===== src/sv/clnw_pkg.sv =====
// Package with the operation codes, pin positions, hold times and job type of the LCD nibble writer.
package clnw_pkg;

    typedef enum logic [2:0] {
        OP_INIT  = 3'd0,
        OP_INSTR = 3'd1,
        OP_DATA  = 3'd2,
        OP_GOTO  = 3'd3,
        OP_CLEAR = 3'd4,
        OP_FONT  = 3'd5
    } t_op;

    localparam int PIN_RS = 1;
    localparam int PIN_RW = 2;
    localparam int PIN_EN = 3;

    localparam logic [15:0] WAIT_POWER_UP   = 16'd40000;
    localparam logic [12:0] HOLD_NONE       = 13'd0;
    localparam logic [12:0] HOLD_EN         = 13'd1;
    localparam logic [12:0] HOLD_NIB        = 13'd50;
    localparam logic [12:0] HOLD_BYTE       = 13'd90;
    localparam logic [12:0] HOLD_CLEAR      = 13'd2090;
    localparam logic [12:0] HOLD_WAKE_FIRST = 13'd5050;
    localparam logic [12:0] HOLD_WAKE       = 13'd210;

    localparam logic [7:0] WAKE_NIB_8   = 8'h30;
    localparam logic [7:0] WAKE_NIB_4   = 8'h20;
    localparam logic [7:0] CMD_FUNC_SET = 8'h28;
    localparam logic [7:0] CMD_DISP_ON  = 8'h0C;
    localparam logic [7:0] CMD_CLEAR    = 8'h01;
    localparam logic [7:0] CMD_ENTRY    = 8'h06;
    localparam logic [7:0] CMD_DDRAM    = 8'h80;
    localparam logic [7:0] CMD_CGRAM    = 8'h40;
    localparam logic [7:0] ROW1_OFFSET  = 8'h40;

    localparam int INIT_JOBS  = 8;
    localparam int INIT_IDX_W = 3;

    // One queued job: an optional RS/RW prefix, then one or two nibbles.
    typedef struct packed {
        logic        rs;
        logic        has_pre;
        logic        power_up;
        logic        two_nib;
        logic [7:0]  data;
        logic [12:0] hold_last;
        logic        last;
    } t_job;

    function automatic t_job byte_job(input logic rs, input logic [7:0] data,
                                      input logic [12:0] hold);
        t_job j;
        j           = '0;
        j.rs        = rs;
        j.has_pre   = 1'b1;
        j.two_nib   = 1'b1;
        j.data      = data;
        j.hold_last = hold;
        j.last      = 1'b1;
        return j;
    endfunction

    function automatic t_job init_job(input logic [INIT_IDX_W-1:0] idx);
        t_job j;
        j = '0;
        unique case (idx)
            3'd0: begin
                j.has_pre   = 1'b1;
                j.power_up  = 1'b1;
                j.data      = WAKE_NIB_8;
                j.hold_last = HOLD_WAKE_FIRST;
            end
            3'd1, 3'd2: begin
                j.data      = WAKE_NIB_8;
                j.hold_last = HOLD_WAKE;
            end
            3'd3: begin
                j.data      = WAKE_NIB_4;
                j.hold_last = HOLD_WAKE;
            end
            3'd4: j = byte_job(1'b0, CMD_FUNC_SET, HOLD_BYTE);
            3'd5: j = byte_job(1'b0, CMD_DISP_ON, HOLD_BYTE);
            3'd6: j = byte_job(1'b0, CMD_CLEAR, HOLD_CLEAR);
            3'd7: j = byte_job(1'b0, CMD_ENTRY, HOLD_BYTE);
        endcase
        if (idx != 3'd7) begin
            j.last = 1'b0;
        end
        return j;
    endfunction

endpackage


===== src/sv/clnw_in_if.sv =====
// Channel interface carrying LCD operations into the writer.
interface clnw_in_if;
    logic       valid;
    logic       ready;
    logic [2:0] op;
    logic [7:0] value;
    logic [7:0] row;
    logic [7:0] col;

    modport source(output valid, output op, output value, output row, output col, input ready);
    modport sink(input valid, input op, input value, input row, input col, output ready);
endinterface


===== src/sv/clnw_out_if.sv =====
// Channel interface carrying port writes out of the writer.
interface clnw_out_if;
    logic        valid;
    logic        ready;
    logic [7:0]  port;
    logic [15:0] wait_before_us;
    logic [12:0] wait_after_us;
    logic        last;

    modport source(output valid, output port, output wait_before_us, output wait_after_us,
                   output last, input ready);
    modport sink(input valid, input port, input wait_before_us, input wait_after_us,
                 input last, output ready);
endinterface


===== src/sv/clnw_fifo.sv =====
// Short job queue between the front and back parts of the LCD nibble writer.
module clnw_fifo #(
    parameter int DEPTH = 4
) (
    input  logic          i_clk,
    input  logic          i_rst_n,
    input  logic          i_push,
    input  clnw_pkg::t_job i_job,
    output logic          o_full,
    input  logic          i_pop,
    output logic          o_empty,
    output clnw_pkg::t_job o_job
);
    localparam int PTR_W = (DEPTH > 1) ? $clog2(DEPTH) : 1;
    localparam int CNT_W = $clog2(DEPTH + 1);

    clnw_pkg::t_job   r_mem [DEPTH];
    logic [PTR_W-1:0] r_wr_ptr, n_wr_ptr;
    logic [PTR_W-1:0] r_rd_ptr, n_rd_ptr;
    logic [CNT_W-1:0] r_count, n_count;
    logic             w_wr, w_rd;

    assign o_full  = (r_count == CNT_W'(DEPTH));
    assign o_empty = (r_count == '0);
    assign o_job   = r_mem[r_rd_ptr];
    assign w_wr    = i_push && !o_full;
    assign w_rd    = i_pop && !o_empty;

    always_comb begin
        n_wr_ptr = r_wr_ptr;
        n_rd_ptr = r_rd_ptr;
        n_count  = r_count;
        if (w_wr) begin
            n_wr_ptr = (r_wr_ptr == PTR_W'(DEPTH - 1)) ? '0 : r_wr_ptr + 1'b1;
        end
        if (w_rd) begin
            n_rd_ptr = (r_rd_ptr == PTR_W'(DEPTH - 1)) ? '0 : r_rd_ptr + 1'b1;
        end
        if (w_wr && !w_rd) begin
            n_count = r_count + 1'b1;
        end else if (w_rd && !w_wr) begin
            n_count = r_count - 1'b1;
        end
    end

    always_ff @(posedge i_clk) begin
        if (!i_rst_n) begin
            r_wr_ptr <= '0;
            r_rd_ptr <= '0;
            r_count  <= '0;
        end else begin
            r_wr_ptr <= n_wr_ptr;
            r_rd_ptr <= n_rd_ptr;
            r_count  <= n_count;
        end
    end

    always_ff @(posedge i_clk) begin
        if (w_wr) begin
            r_mem[r_wr_ptr] <= i_job;
        end
    end
endmodule


===== src/sv/clnw_front.sv =====
// Front part: accepts operations and turns each defined one into one or more queued nibble jobs.
module clnw_front #(
    parameter int COLUMNS = 16
) (
    input  logic           i_clk,
    input  logic           i_rst_n,
    clnw_in_if.sink        i_cmd,
    input  logic           i_q_full,
    output logic           o_push,
    output clnw_pkg::t_job o_job
);
    localparam int          RECIP   = (65536 + COLUMNS - 1) / COLUMNS;
    localparam logic [15:0] RECIP_W = 16'(RECIP);

    logic                            r_init_active, n_init_active;
    logic [clnw_pkg::INIT_IDX_W-1:0] r_init_idx, n_init_idx;
    logic                            w_acc;
    logic [23:0]                     w_prod;
    logic [7:0]                      w_quot;
    logic [13:0]                     w_qc;
    logic [13:0]                     w_rem;
    logic [13:0]                     w_col;
    logic [7:0]                      w_goto;
    logic [7:0]                      w_font;

    assign i_cmd.ready = !r_init_active && !i_q_full;
    assign w_acc       = i_cmd.valid && i_cmd.ready;

    // Column modulo by reciprocal multiplication with one correction step.
    assign w_prod = 24'(i_cmd.col) * 24'(RECIP_W);
    assign w_quot = w_prod[23:16];
    assign w_qc   = 14'(w_quot) * 14'(COLUMNS);
    assign w_rem  = 14'(i_cmd.col) - w_qc;
    assign w_col  = (w_rem >= 14'(COLUMNS)) ? (w_rem - 14'(COLUMNS)) : w_rem;
    assign w_goto = clnw_pkg::CMD_DDRAM | (i_cmd.row[0] ? clnw_pkg::ROW1_OFFSET : 8'h00)
                    | {2'b00, w_col[5:0]};
    assign w_font = clnw_pkg::CMD_CGRAM + {2'b00, i_cmd.value[2:0], 3'b000};

    always_comb begin
        o_push        = 1'b0;
        o_job         = clnw_pkg::init_job(r_init_idx);
        n_init_active = r_init_active;
        n_init_idx    = r_init_idx;
        if (r_init_active) begin
            o_push = !i_q_full;
            if (!i_q_full) begin
                n_init_idx = r_init_idx + 1'b1;
                if (r_init_idx == clnw_pkg::INIT_IDX_W'(clnw_pkg::INIT_JOBS - 1)) begin
                    n_init_active = 1'b0;
                end
            end
        end else if (w_acc) begin
            o_push = 1'b1;
            unique case (clnw_pkg::t_op'(i_cmd.op))
                clnw_pkg::OP_INIT: begin
                    o_job         = clnw_pkg::init_job('0);
                    n_init_active = 1'b1;
                    n_init_idx    = clnw_pkg::INIT_IDX_W'(1);
                end
                clnw_pkg::OP_INSTR:
                    o_job = clnw_pkg::byte_job(1'b0, i_cmd.value, clnw_pkg::HOLD_BYTE);
                clnw_pkg::OP_DATA:
                    o_job = clnw_pkg::byte_job(1'b1, i_cmd.value, clnw_pkg::HOLD_BYTE);
                clnw_pkg::OP_GOTO:
                    o_job = clnw_pkg::byte_job(1'b0, w_goto, clnw_pkg::HOLD_BYTE);
                clnw_pkg::OP_CLEAR:
                    o_job = clnw_pkg::byte_job(1'b0, clnw_pkg::CMD_CLEAR, clnw_pkg::HOLD_CLEAR);
                clnw_pkg::OP_FONT:
                    o_job = clnw_pkg::byte_job(1'b0, w_font, clnw_pkg::HOLD_BYTE);
                default:
                    o_push = 1'b0;
            endcase
        end
    end

    always_ff @(posedge i_clk) begin
        if (!i_rst_n) begin
            r_init_active <= 1'b0;
            r_init_idx    <= '0;
        end else begin
            r_init_active <= n_init_active;
            r_init_idx    <= n_init_idx;
        end
    end
endmodule


===== src/sv/clnw_back.sv =====
// Back part: steps through each queued job and registers one port write per beat.
module clnw_back (
    input  logic           i_clk,
    input  logic           i_rst_n,
    input  logic           i_empty,
    input  clnw_pkg::t_job i_job,
    output logic           o_pop,
    clnw_out_if.source     o_wr
);
    typedef enum logic [7:0] {
        S_RS      = 8'b0000_0001,
        S_RW      = 8'b0000_0010,
        S_HI_DATA = 8'b0000_0100,
        S_HI_EN   = 8'b0000_1000,
        S_HI_CLR  = 8'b0001_0000,
        S_LO_DATA = 8'b0010_0000,
        S_LO_EN   = 8'b0100_0000,
        S_LO_CLR  = 8'b1000_0000
    } t_step;

    logic           r_active, n_active;
    clnw_pkg::t_job r_job, n_job;
    t_step          r_step, n_step;
    logic [7:0]     r_img, n_img;
    logic           r_out_valid, n_out_valid;
    logic [7:0]     r_port;
    logic [15:0]    r_before;
    logic [12:0]    r_after;
    logic           r_last;

    logic           w_adv;
    logic [7:0]     w_img;
    logic [15:0]    w_before;
    logic [12:0]    w_after;
    logic           w_done;
    t_step          w_next;

    assign w_adv = !r_out_valid || o_wr.ready;

    always_comb begin
        w_img    = r_img;
        w_before = 16'd0;
        w_after  = clnw_pkg::HOLD_NONE;
        w_done   = 1'b0;
        w_next   = r_step;
        unique case (r_step)
            S_RS: begin
                w_img[clnw_pkg::PIN_RS] = r_job.rs;
                w_before = r_job.power_up ? clnw_pkg::WAIT_POWER_UP : 16'd0;
                w_next   = S_RW;
            end
            S_RW: begin
                w_img[clnw_pkg::PIN_RW] = 1'b0;
                w_next = S_HI_DATA;
            end
            S_HI_DATA: begin
                w_img[7:4] = r_job.data[7:4];
                w_next     = S_HI_EN;
            end
            S_HI_EN: begin
                w_img[clnw_pkg::PIN_EN] = 1'b1;
                w_after = clnw_pkg::HOLD_EN;
                w_next  = S_HI_CLR;
            end
            S_HI_CLR: begin
                w_img[clnw_pkg::PIN_EN] = 1'b0;
                w_after = r_job.two_nib ? clnw_pkg::HOLD_NIB : r_job.hold_last;
                w_done  = !r_job.two_nib;
                w_next  = S_LO_DATA;
            end
            S_LO_DATA: begin
                w_img[7:4] = r_job.data[3:0];
                w_next     = S_LO_EN;
            end
            S_LO_EN: begin
                w_img[clnw_pkg::PIN_EN] = 1'b1;
                w_after = clnw_pkg::HOLD_EN;
                w_next  = S_LO_CLR;
            end
            S_LO_CLR: begin
                w_img[clnw_pkg::PIN_EN] = 1'b0;
                w_after = r_job.hold_last;
                w_done  = 1'b1;
            end
            default: begin
                w_done = 1'b1;
            end
        endcase
    end

    always_comb begin
        n_active    = r_active;
        n_job       = r_job;
        n_step      = r_step;
        n_img       = r_img;
        n_out_valid = r_out_valid;
        if (w_adv) begin
            n_out_valid = r_active;
            if (r_active) begin
                n_img = w_img;
                if (w_done) begin
                    n_active = 1'b0;
                end else begin
                    n_step = w_next;
                end
            end
        end
        o_pop = (!r_active || (w_adv && w_done)) && !i_empty;
        if (o_pop) begin
            n_active = 1'b1;
            n_job    = i_job;
            n_step   = i_job.has_pre ? S_RS : S_HI_DATA;
        end
    end

    always_ff @(posedge i_clk) begin
        if (!i_rst_n) begin
            r_active    <= 1'b0;
            r_step      <= S_RS;
            r_img       <= 8'h00;
            r_out_valid <= 1'b0;
        end else begin
            r_active    <= n_active;
            r_step      <= n_step;
            r_img       <= n_img;
            r_out_valid <= n_out_valid;
        end
    end

    always_ff @(posedge i_clk) begin
        r_job <= n_job;
        if (w_adv && r_active) begin
            r_port   <= w_img;
            r_before <= w_before;
            r_after  <= w_after;
            r_last   <= w_done && r_job.last;
        end
    end

    assign o_wr.valid          = r_out_valid;
    assign o_wr.port           = r_port;
    assign o_wr.wait_before_us = r_before;
    assign o_wr.wait_after_us  = r_after;
    assign o_wr.last           = r_last;
endmodule


===== src/sv/char_lcd_nibble_writer_core.sv =====
// Top level of the character LCD 4-bit nibble writer.
// The first port write of an operation passes the job queue, the back job register and the
// output register. Throughput: one port write per cycle from the back sequencer while the
// sink is ready; a byte operation is 8 beats, init is 46, an undefined one is taken with none.
// The front takes a new operation whenever the job queue has room and no init is being queued.
// Reset clears the port image, the queue and both sequencers; no clearing pass is needed.
module char_lcd_nibble_writer_core #(
    parameter int COLUMNS     = 16,
    parameter int QUEUE_DEPTH = 4
) (
    input  logic       i_clk,
    input  logic       i_rst_n,
    clnw_in_if.sink    i_cmd,
    clnw_out_if.source o_wr
);
    logic           w_push;
    logic           w_pop;
    logic           w_full;
    logic           w_empty;
    clnw_pkg::t_job w_push_job;
    clnw_pkg::t_job w_pop_job;

    clnw_front #(
        .COLUMNS(COLUMNS)
    ) u_front (
        .i_clk   (i_clk),
        .i_rst_n (i_rst_n),
        .i_cmd   (i_cmd),
        .i_q_full(w_full),
        .o_push  (w_push),
        .o_job   (w_push_job)
    );

    clnw_fifo #(
        .DEPTH(QUEUE_DEPTH)
    ) u_fifo (
        .i_clk  (i_clk),
        .i_rst_n(i_rst_n),
        .i_push (w_push),
        .i_job  (w_push_job),
        .o_full (w_full),
        .i_pop  (w_pop),
        .o_empty(w_empty),
        .o_job  (w_pop_job)
    );

    clnw_back u_back (
        .i_clk  (i_clk),
        .i_rst_n(i_rst_n),
        .i_empty(w_empty),
        .i_job  (w_pop_job),
        .o_pop  (w_pop),
        .o_wr   (o_wr)
    );
endmodule


===== src/flat_wrapper.sv =====
// flat-port wrapper written by rule: the top's interface ports become plain ports
module char_lcd_nibble_writer_core_flat 
#(
    parameter int COLUMNS     = 16,
    parameter int QUEUE_DEPTH = 4
)
  (i_clk, i_rst_n, i_cmd_valid, i_cmd_op, i_cmd_value, i_cmd_row, i_cmd_col, i_cmd_ready, o_wr_valid, o_wr_port, o_wr_wait_before_us, o_wr_wait_after_us, o_wr_last, o_wr_ready);
  clnw_in_if i_cmd_i ();
  clnw_out_if o_wr_i ();
  input  logic i_clk;
  input  logic i_rst_n;
  input wire logic [$bits(i_cmd_i.valid)-1:0] i_cmd_valid;
  input wire logic [$bits(i_cmd_i.op)-1:0] i_cmd_op;
  input wire logic [$bits(i_cmd_i.value)-1:0] i_cmd_value;
  input wire logic [$bits(i_cmd_i.row)-1:0] i_cmd_row;
  input wire logic [$bits(i_cmd_i.col)-1:0] i_cmd_col;
  output wire logic [$bits(i_cmd_i.ready)-1:0] i_cmd_ready;
  output wire logic [$bits(o_wr_i.valid)-1:0] o_wr_valid;
  output wire logic [$bits(o_wr_i.port)-1:0] o_wr_port;
  output wire logic [$bits(o_wr_i.wait_before_us)-1:0] o_wr_wait_before_us;
  output wire logic [$bits(o_wr_i.wait_after_us)-1:0] o_wr_wait_after_us;
  output wire logic [$bits(o_wr_i.last)-1:0] o_wr_last;
  input wire logic [$bits(o_wr_i.ready)-1:0] o_wr_ready;
  assign i_cmd_i.valid = i_cmd_valid;
  assign i_cmd_i.op = i_cmd_op;
  assign i_cmd_i.value = i_cmd_value;
  assign i_cmd_i.row = i_cmd_row;
  assign i_cmd_i.col = i_cmd_col;
  assign i_cmd_ready = i_cmd_i.ready;
  assign o_wr_valid = o_wr_i.valid;
  assign o_wr_port = o_wr_i.port;
  assign o_wr_wait_before_us = o_wr_i.wait_before_us;
  assign o_wr_wait_after_us = o_wr_i.wait_after_us;
  assign o_wr_last = o_wr_i.last;
  assign o_wr_i.ready = o_wr_ready;
  char_lcd_nibble_writer_core #(.COLUMNS(COLUMNS), .QUEUE_DEPTH(QUEUE_DEPTH)) u_core (.i_clk(i_clk), .i_rst_n(i_rst_n), .i_cmd(i_cmd_i), .o_wr(o_wr_i));
endmodule

===== config.mk =====
export PLATFORM = sky130hd
export DESIGN_NAME = char_lcd_nibble_writer_core_flat
export DESIGN_NICKNAME = d
export VERILOG_FILES = /design/src/sv/clnw_pkg.sv /design/src/sv/clnw_in_if.sv /design/src/sv/clnw_out_if.sv /design/src/sv/clnw_fifo.sv /design/src/sv/clnw_front.sv /design/src/sv/clnw_back.sv /design/src/sv/char_lcd_nibble_writer_core.sv /design/src/flat_wrapper.sv
export SDC_FILE = /design/constraint.sdc
export NUM_CORES = 1
export LEC_CHECK = 0
export BUFFER_PORTS_ARGS = -buffer_cell sky130_fd_sc_hd__buf_2
export CORE_AREA = 5 5 121 123
export CTS_CLUSTER_DIAMETER = 60
export DETAILED_ROUTE_END_ITERATION = 12
export DIE_AREA = 0 0 126 128
export GPL_ROUTABILITY_DRIVEN = 0
export HOLD_SLACK_MARGIN = 0.15
export PLACE_DENSITY = 0.79
export SLEW_MARGIN = 10
export SYNTH_ARGS = -nofsm -noshare
export SYNTH_HDL_FRONTEND = slang
export SYNTH_HIERARCHICAL = 1
export SYNTH_SLANG_ARGS = --single-unit

===== constraint.sdc =====
create_clock -name i_clk -period 5 [get_ports i_clk]
set_input_delay 1.25 -clock i_clk [delete_from_list [all_inputs] [get_ports i_clk]]
set_output_delay 1.25 -clock i_clk [all_outputs]
set_load 0.03 [all_outputs]

After elaboration in Yosys (flattened, before gate mapping) --
Memories as Yosys holds them, arrays and structs flattened. A register that Yosys moved wholly into a read port is not among the register bits. Cells that the tools add are included.
Word-level totals: register bits after elaboration 90, RAM bits 104, output and inout bits 40, logic and storage cells 141, memories kept 1
Memory list:
- u_core.u_fifo.r_mem | words 4, bits a word 26, read ports 1, clocked after Yosys merged registers in 1, wr ports 1, line clnw_fifo.sv:17 | clnw_pkg::t_job r_mem [DEPTH];
Operators by class: add/sub/neg operators 8, $lt $le $gt $ge 1, equal/unequal tests 26, mux-type cells 47, bitwise logic cells 1, reduce and logical (&&, ||, !) cells 38
Operators with widths (count):
- case mux 26 bit (6 select lines) | 1
- case mux 21 bit (7 select lines) | 1
- case mux 8 bit (7 select lines) | 1
- two-way mux 26 bit | 2
- case mux 13 bit (3 select lines) | 1
- two-way mux 8 bit | 4
- == test 3 bit (second input constant) | 7
- two-way mux 3 bit | 7
- two-way mux 1 bit | 18
- two-way mux 16 bit | 1
- >= comparator 14 x 5 -> 1 bit (second input constant) | 1
- two-way mux 13 bit | 1
- == test 3 x 2 -> 1 bit (second input constant) | 4
- OR reduction 6 bit | 2
- logical AND 1 bit | 10
- nonzero test 2 bit | 5
- logical NOT 3 bit | 3
- subtractor 8 x 8 -> 9 bit | 1
- adder 7 x 6 -> 8 bit (first input constant) | 1
- == test 8 x 1 -> 1 bit (second input constant) | 1
- == test 8 x 2 -> 1 bit (second input constant) | 1
- == test 8 x 3 -> 1 bit (second input constant) | 1
- == test 8 x 4 -> 1 bit (second input constant) | 1
- == test 8 x 5 -> 1 bit (second input constant) | 1
- other kinds (27) | 45

Depth between registers and ports, before layout --
depth after elaboration 11, depth in mapped cells 13, gate-level depth less buffers 11

Cells and area by module --
Netlist, hierarchy kept.
By module, submodules not included:
- clnw_fifo | instances 1, cells each 187, area an instance 4277.9 µm², seq. area each 3303.2 µm²
- clnw_back | instances 1, cells each 214, area an instance 2730.1 µm², seq. area each 1751.7 µm²
- clnw_front | instances 1, cells each 118, area an instance 819.5 µm², seq. area each 80.1 µm²

Least setup slack after synthesis --
OpenSTA, ideal clock, no wires.
path kind input to register, start input o_wr_ready, end register u_core.u_fifo.r_count[2], setup time 0.076 ns, arrival time 4.265 ns, data required time 4.924 ns, slack 0.659 ns, stages 11, buffers on the path 0, cells stage by stage nor2b_1 -> o41ai_2 -> a41oi_2 -> nor2_1 -> o31ai_1 -> ha_1 -> inv_1 -> fa_1 -> xor2_1 -> or3_1 -> a21boi_0
On the way: longest elaborated chain between the ends 8, elaborated cells between the ends (all ways) 10, those cells by class mux: 1; reduce/logical: 9
RTL lines:
- start, declared | line flat_wrapper.sv:23 | input wire logic [$bits(o_wr_i.ready)-1:0] o_wr_ready;
- logical OR 1 bit (*) | line clnw_back.sv:38 | assign w_adv = !r_out_valid || o_wr.ready;
- logical AND 1 bit (*) | line clnw_back.sv:108 | o_pop = (!r_active || (w_adv && w_done)) && !i_empty;
- logical OR 1 bit (*) | line clnw_back.sv:108
- logical AND 1 bit (*) | line clnw_back.sv:108
- via u_core.w_pop | line char_lcd_nibble_writer_core.sv:17 | logic w_pop;
- logical AND 1 bit (*) | line clnw_fifo.sv:27 | assign w_rd = i_pop && !o_empty;
- logical NOT 1 bit | line clnw_fifo.sv:39 | if (w_wr && !w_rd) begin
- logical AND 1 bit | line clnw_fifo.sv:39
- two-way mux 3 bit or nonzero test 2 bit (tied branches)
- end signal, assigned | line clnw_fifo.sv:54 | r_count <= n_count;
- end, declared | line clnw_fifo.sv:20 | logic [CNT_W-1:0] r_count, n_count;
Mark *: on every way through the listed nets, which the timed path passes. The rest lies on a longest branch. A chain may end at the register's enable or synchronous reset.

Final worst setup path --
start register u_core.u_back.r_step[5], end register u_core.u_fifo.r_count[2]
On the way: longest elaborated chain between the ends 10, elaborated cells between the ends (all ways) 18, those cells by class eq/ne: 7; mux: 2; reduce/logical: 9
RTL lines:
- start, declared | line clnw_back.sv:23 | t_step r_step, n_step;
- start signal, assigned | line clnw_back.sv:124 | r_step <= n_step;
- == test 8 x 6 -> 1 bit (tied with other cells) | line clnw_back.sv:46 | unique case (r_step)
- OR reduction 6 bit (no source line)
- case mux 1 bit (2 select lines) (*) | line clnw_back.sv:46
- logical AND 1 bit (*) | line clnw_back.sv:108
- logical OR 1 bit (*) | line clnw_back.sv:108
- logical AND 1 bit (*) | line clnw_back.sv:108
- via u_core.w_pop | line char_lcd_nibble_writer_core.sv:17
- logical AND 1 bit (*) | line clnw_fifo.sv:27
- logical NOT 1 bit | line clnw_fifo.sv:39
- logical AND 1 bit | line clnw_fifo.sv:39
- two-way mux 3 bit or nonzero test 2 bit (tied branches)
Marked as above.

==> run metrics <==
clk sinks=181; Worst Skew=0.0115 ns; post-layout instance area=8660 µm²; WS Path Type=reg2reg; Synth cell types=70; Port Buffer Count=47; P per Cell Area=552 nW/µm²; Worst-path clk slew=0.07 ns; Tmin final=3.91 ns; slowest stage cell, crit path=or4_1; Tcrit/Tclk final=0.783; vias per cell=5.85; largest area contributor in the netlist=edfxtp_1; ratio of cells with drive above 1 in the final layout=0.212; largest net degree at the start of global routing=27; ANT nets after route=0; initial drt markers=454; Die H=128 µm; arrival time worst endpoint=4.26 ns; Mapped Area=7830 µm²; final net count=607; setup TNS=0 ns; GRT Resource Usage Total=0.178; Worst VDD drop=0.287 mV; vias in the first global route=4178; initial antenna violation count=0; crit path launch type=flop; Initial Util=0.577; Mapped Cells=519; fin cells=755; Synth Area per Inst=15.1 µm²; Post-synth EDFFs=151; die extent in x=126 µm; Remaining DRCs=0; Async S/R FF share, synth=0; gr ovfl total=0; DIE AREA=16100 µm²; Worst Path Buf+Inv=2; Fmax=255 MHz; num rows=43; status=completed; largest cells by area after synthesis=edfxtp_1, dfxtp_1, mux4_2; CTS root buffer=clkbuf_16; Slew @ Worst Pin=0.999 ns; clock insertion delay at the later pin of the skew report=0.42 ns; cell family with most CP delay=simple AND/OR/NAND/NOR gates; H-tree levels=4; Hold Vio Cnt, Final=0; total number of vias=4418; flop-to-flop setup slack=1.09 ns; final setup vio count=0; Slew Limit Fails=0; Layout area overhead=10.6%; Crit path required time=5.35 ns; clock buffer depth=2; ys flop type=edfxtp_1; I/O pins=71; leakage=3.00 nW; unrepaired setup endpoints after global routing=no; fillcell total=959; cells along the critical path=or4_1, or4_4, a41oi_2, nor2_2, buf_4, o31ai_1, ha_1, inv_1, fa_1, xor2_1, or3_1, a21boi_0; CTS tree=built; cts repair resizes=0; Cell Area, Placed=8090 µm²; first-pass GRT wire length=22.2 mm; DR WL/cell=18.2 µm; hold_buf cts=0; CORE AREA=13600 µm²; DP HPWL=8.70 mm; drt pass-1 iters=5; commonest non-fill, non-tap cell in the layout=edfxtp_1; CTS Buf Count=17; Yosys reg bits=181; number of antenna diodes=0; Max Cap Viol=0; post-CTS setup repair buffer count=0; CP peak stage delay=0.71 ns; final WL=13.7 mm; synth warn=6; maximum fanout along the worst path=26; sequential element share of the synthesized area=0.656; Worst slew margin=0.327; top-area cell type share of the netlist area=0.579; Hold Path Class=reg2reg; commonest non-fill, non-tap cells in the layout=edfxtp_1, buf_2, nand2_1, dfxtp_1, nor2_1; Critical Path End Type=flop; placed insts=723
==> layer usage <==
layer / routed length (µm) / GRT usage / vias up
li1: - / - / 2051
met1: 5890 / 0.237 / 2175
met4: 162 / 0.0593 / 0
met5: 0 / 0 / -
met2: 6880 / 0.295 / 178
met3: 788 / 0.0396 / 14
==> final cells by class <==
| type | count | area, µm² | share of cell area |
|---|---|---|---|
| clock buffers | 21 | 440 | 0.0509 |
| clock inverters | 11 | 125 | 0.0145 |
| inverters | 13 | 48.8 | 0.00564 |
| multi-input cells | 294 | 2390 | 0.276 |
| flip-flops and latches | 181 | 5130 | 0.593 |
| well taps | 180 | 225 | 0.0260 |
| repair buffers | 55 | 295 | 0.0341 |
==> synthesized netlist by cell type (4+ instances only) <==
cell type,count
buf_4,23
nor2b_1,8
nand3_1,10
inv_1,13
and2_1,15
mux4_1,6
or3_1,4
nor2_1,29
dfxtp_1,30
a311oi_1,4
edfxtp_1,151
o21ai_0,15
o211ai_1,5
ha_1,13
xnor2_1,6
nand2_1,30
mux4_2,20
nand2b_1,5
a22oi_1,9
buf_2,7
mux2i_1,6
a21oi_1,15
a32oi_1,4
a31oi_1,4
clkbuf_1,8
nor3_1,9
==> metrics by stage <==
step	utilization	setup slack (ns)	power, mW	hold slack (ns)
floorplan	-	0.659	3.26	0.407
global placement	0.597	1.01	3.48	0.414
detailed placement	0.597	0.836	3.53	0.420
CTS	0.639	1.08	4.81	0.427
global route	0.639	0.856	5.02	0.463
finish	0.639	1.09	4.78	0.432
==> tightest hold or removal path, delay by kind of cell (launching register included) <==
kind | cells | cell delay, ns
AOI/OAI and AO/OA | 1 | 0.03
DFF | 1 | 0.31
and+or+nand+nor | 1 | 0.05
==> registers in the layout, summed over array words and instances, names as in the netlist, named ones only <==
signal                             flops
u_core/u_fifo/r_wr_ptr                 2
u_core/u_back/o_wr.port                7
u_core/u_back/o_wr.wait_after_us      13
u_core/u_front/r_init_idx              3
u_core/u_back/o_wr.wait_before_us      1
u_core/u_back/r_img                    7
u_core/u_back/r_job                   25
u_core/u_front/r_init_active           1
u_core/u_back/r_active                 1
u_core/u_fifo/r_count                  3
u_core/u_back/o_wr.valid               1
u_core/u_fifo/r_mem                  104
u_core/u_back/o_wr.last                1
u_core/u_fifo/r_rd_ptr                 2
u_core/u_back/r_step                   8
==> report_power, final <==
group          switching (mW)  total [mW]  internal (mW)
logic                   0.817        1.28          0.459
clock network           0.529        1.27          0.739
registers               0.149        2.24           2.09
==> cells by family after synthesis <==
family | Yosys count | synth area share
compound gates | 85 | 0.0793
xor+xnor | 8 | 0.00895
buf+inv | 57 | 0.0457
other cells | 3 | 0.00144
fa+ha+maj | 14 | 0.0233
mux | 35 | 0.0897
simple gates | 136 | 0.0956
flops | 181 | 0.656
==> path summary, 6_finish.rpt <==
check | start | to | cells after the start
worst min register to register | u_core/u_back/r_img[2] | u_core/u_back/r_img[2] | 2
worst min-delay path | u_core/u_back/r_img[2] | u_core/u_back/r_img[2] | 2
worst max register to register | u_core/u_back/r_step[5] | u_core/u_fifo/r_count[2] | 12
worst max-delay path | u_core/u_back/r_step[5] | u_core/u_fifo/r_count[2] | 12
(Power assumes the default switching activity.)
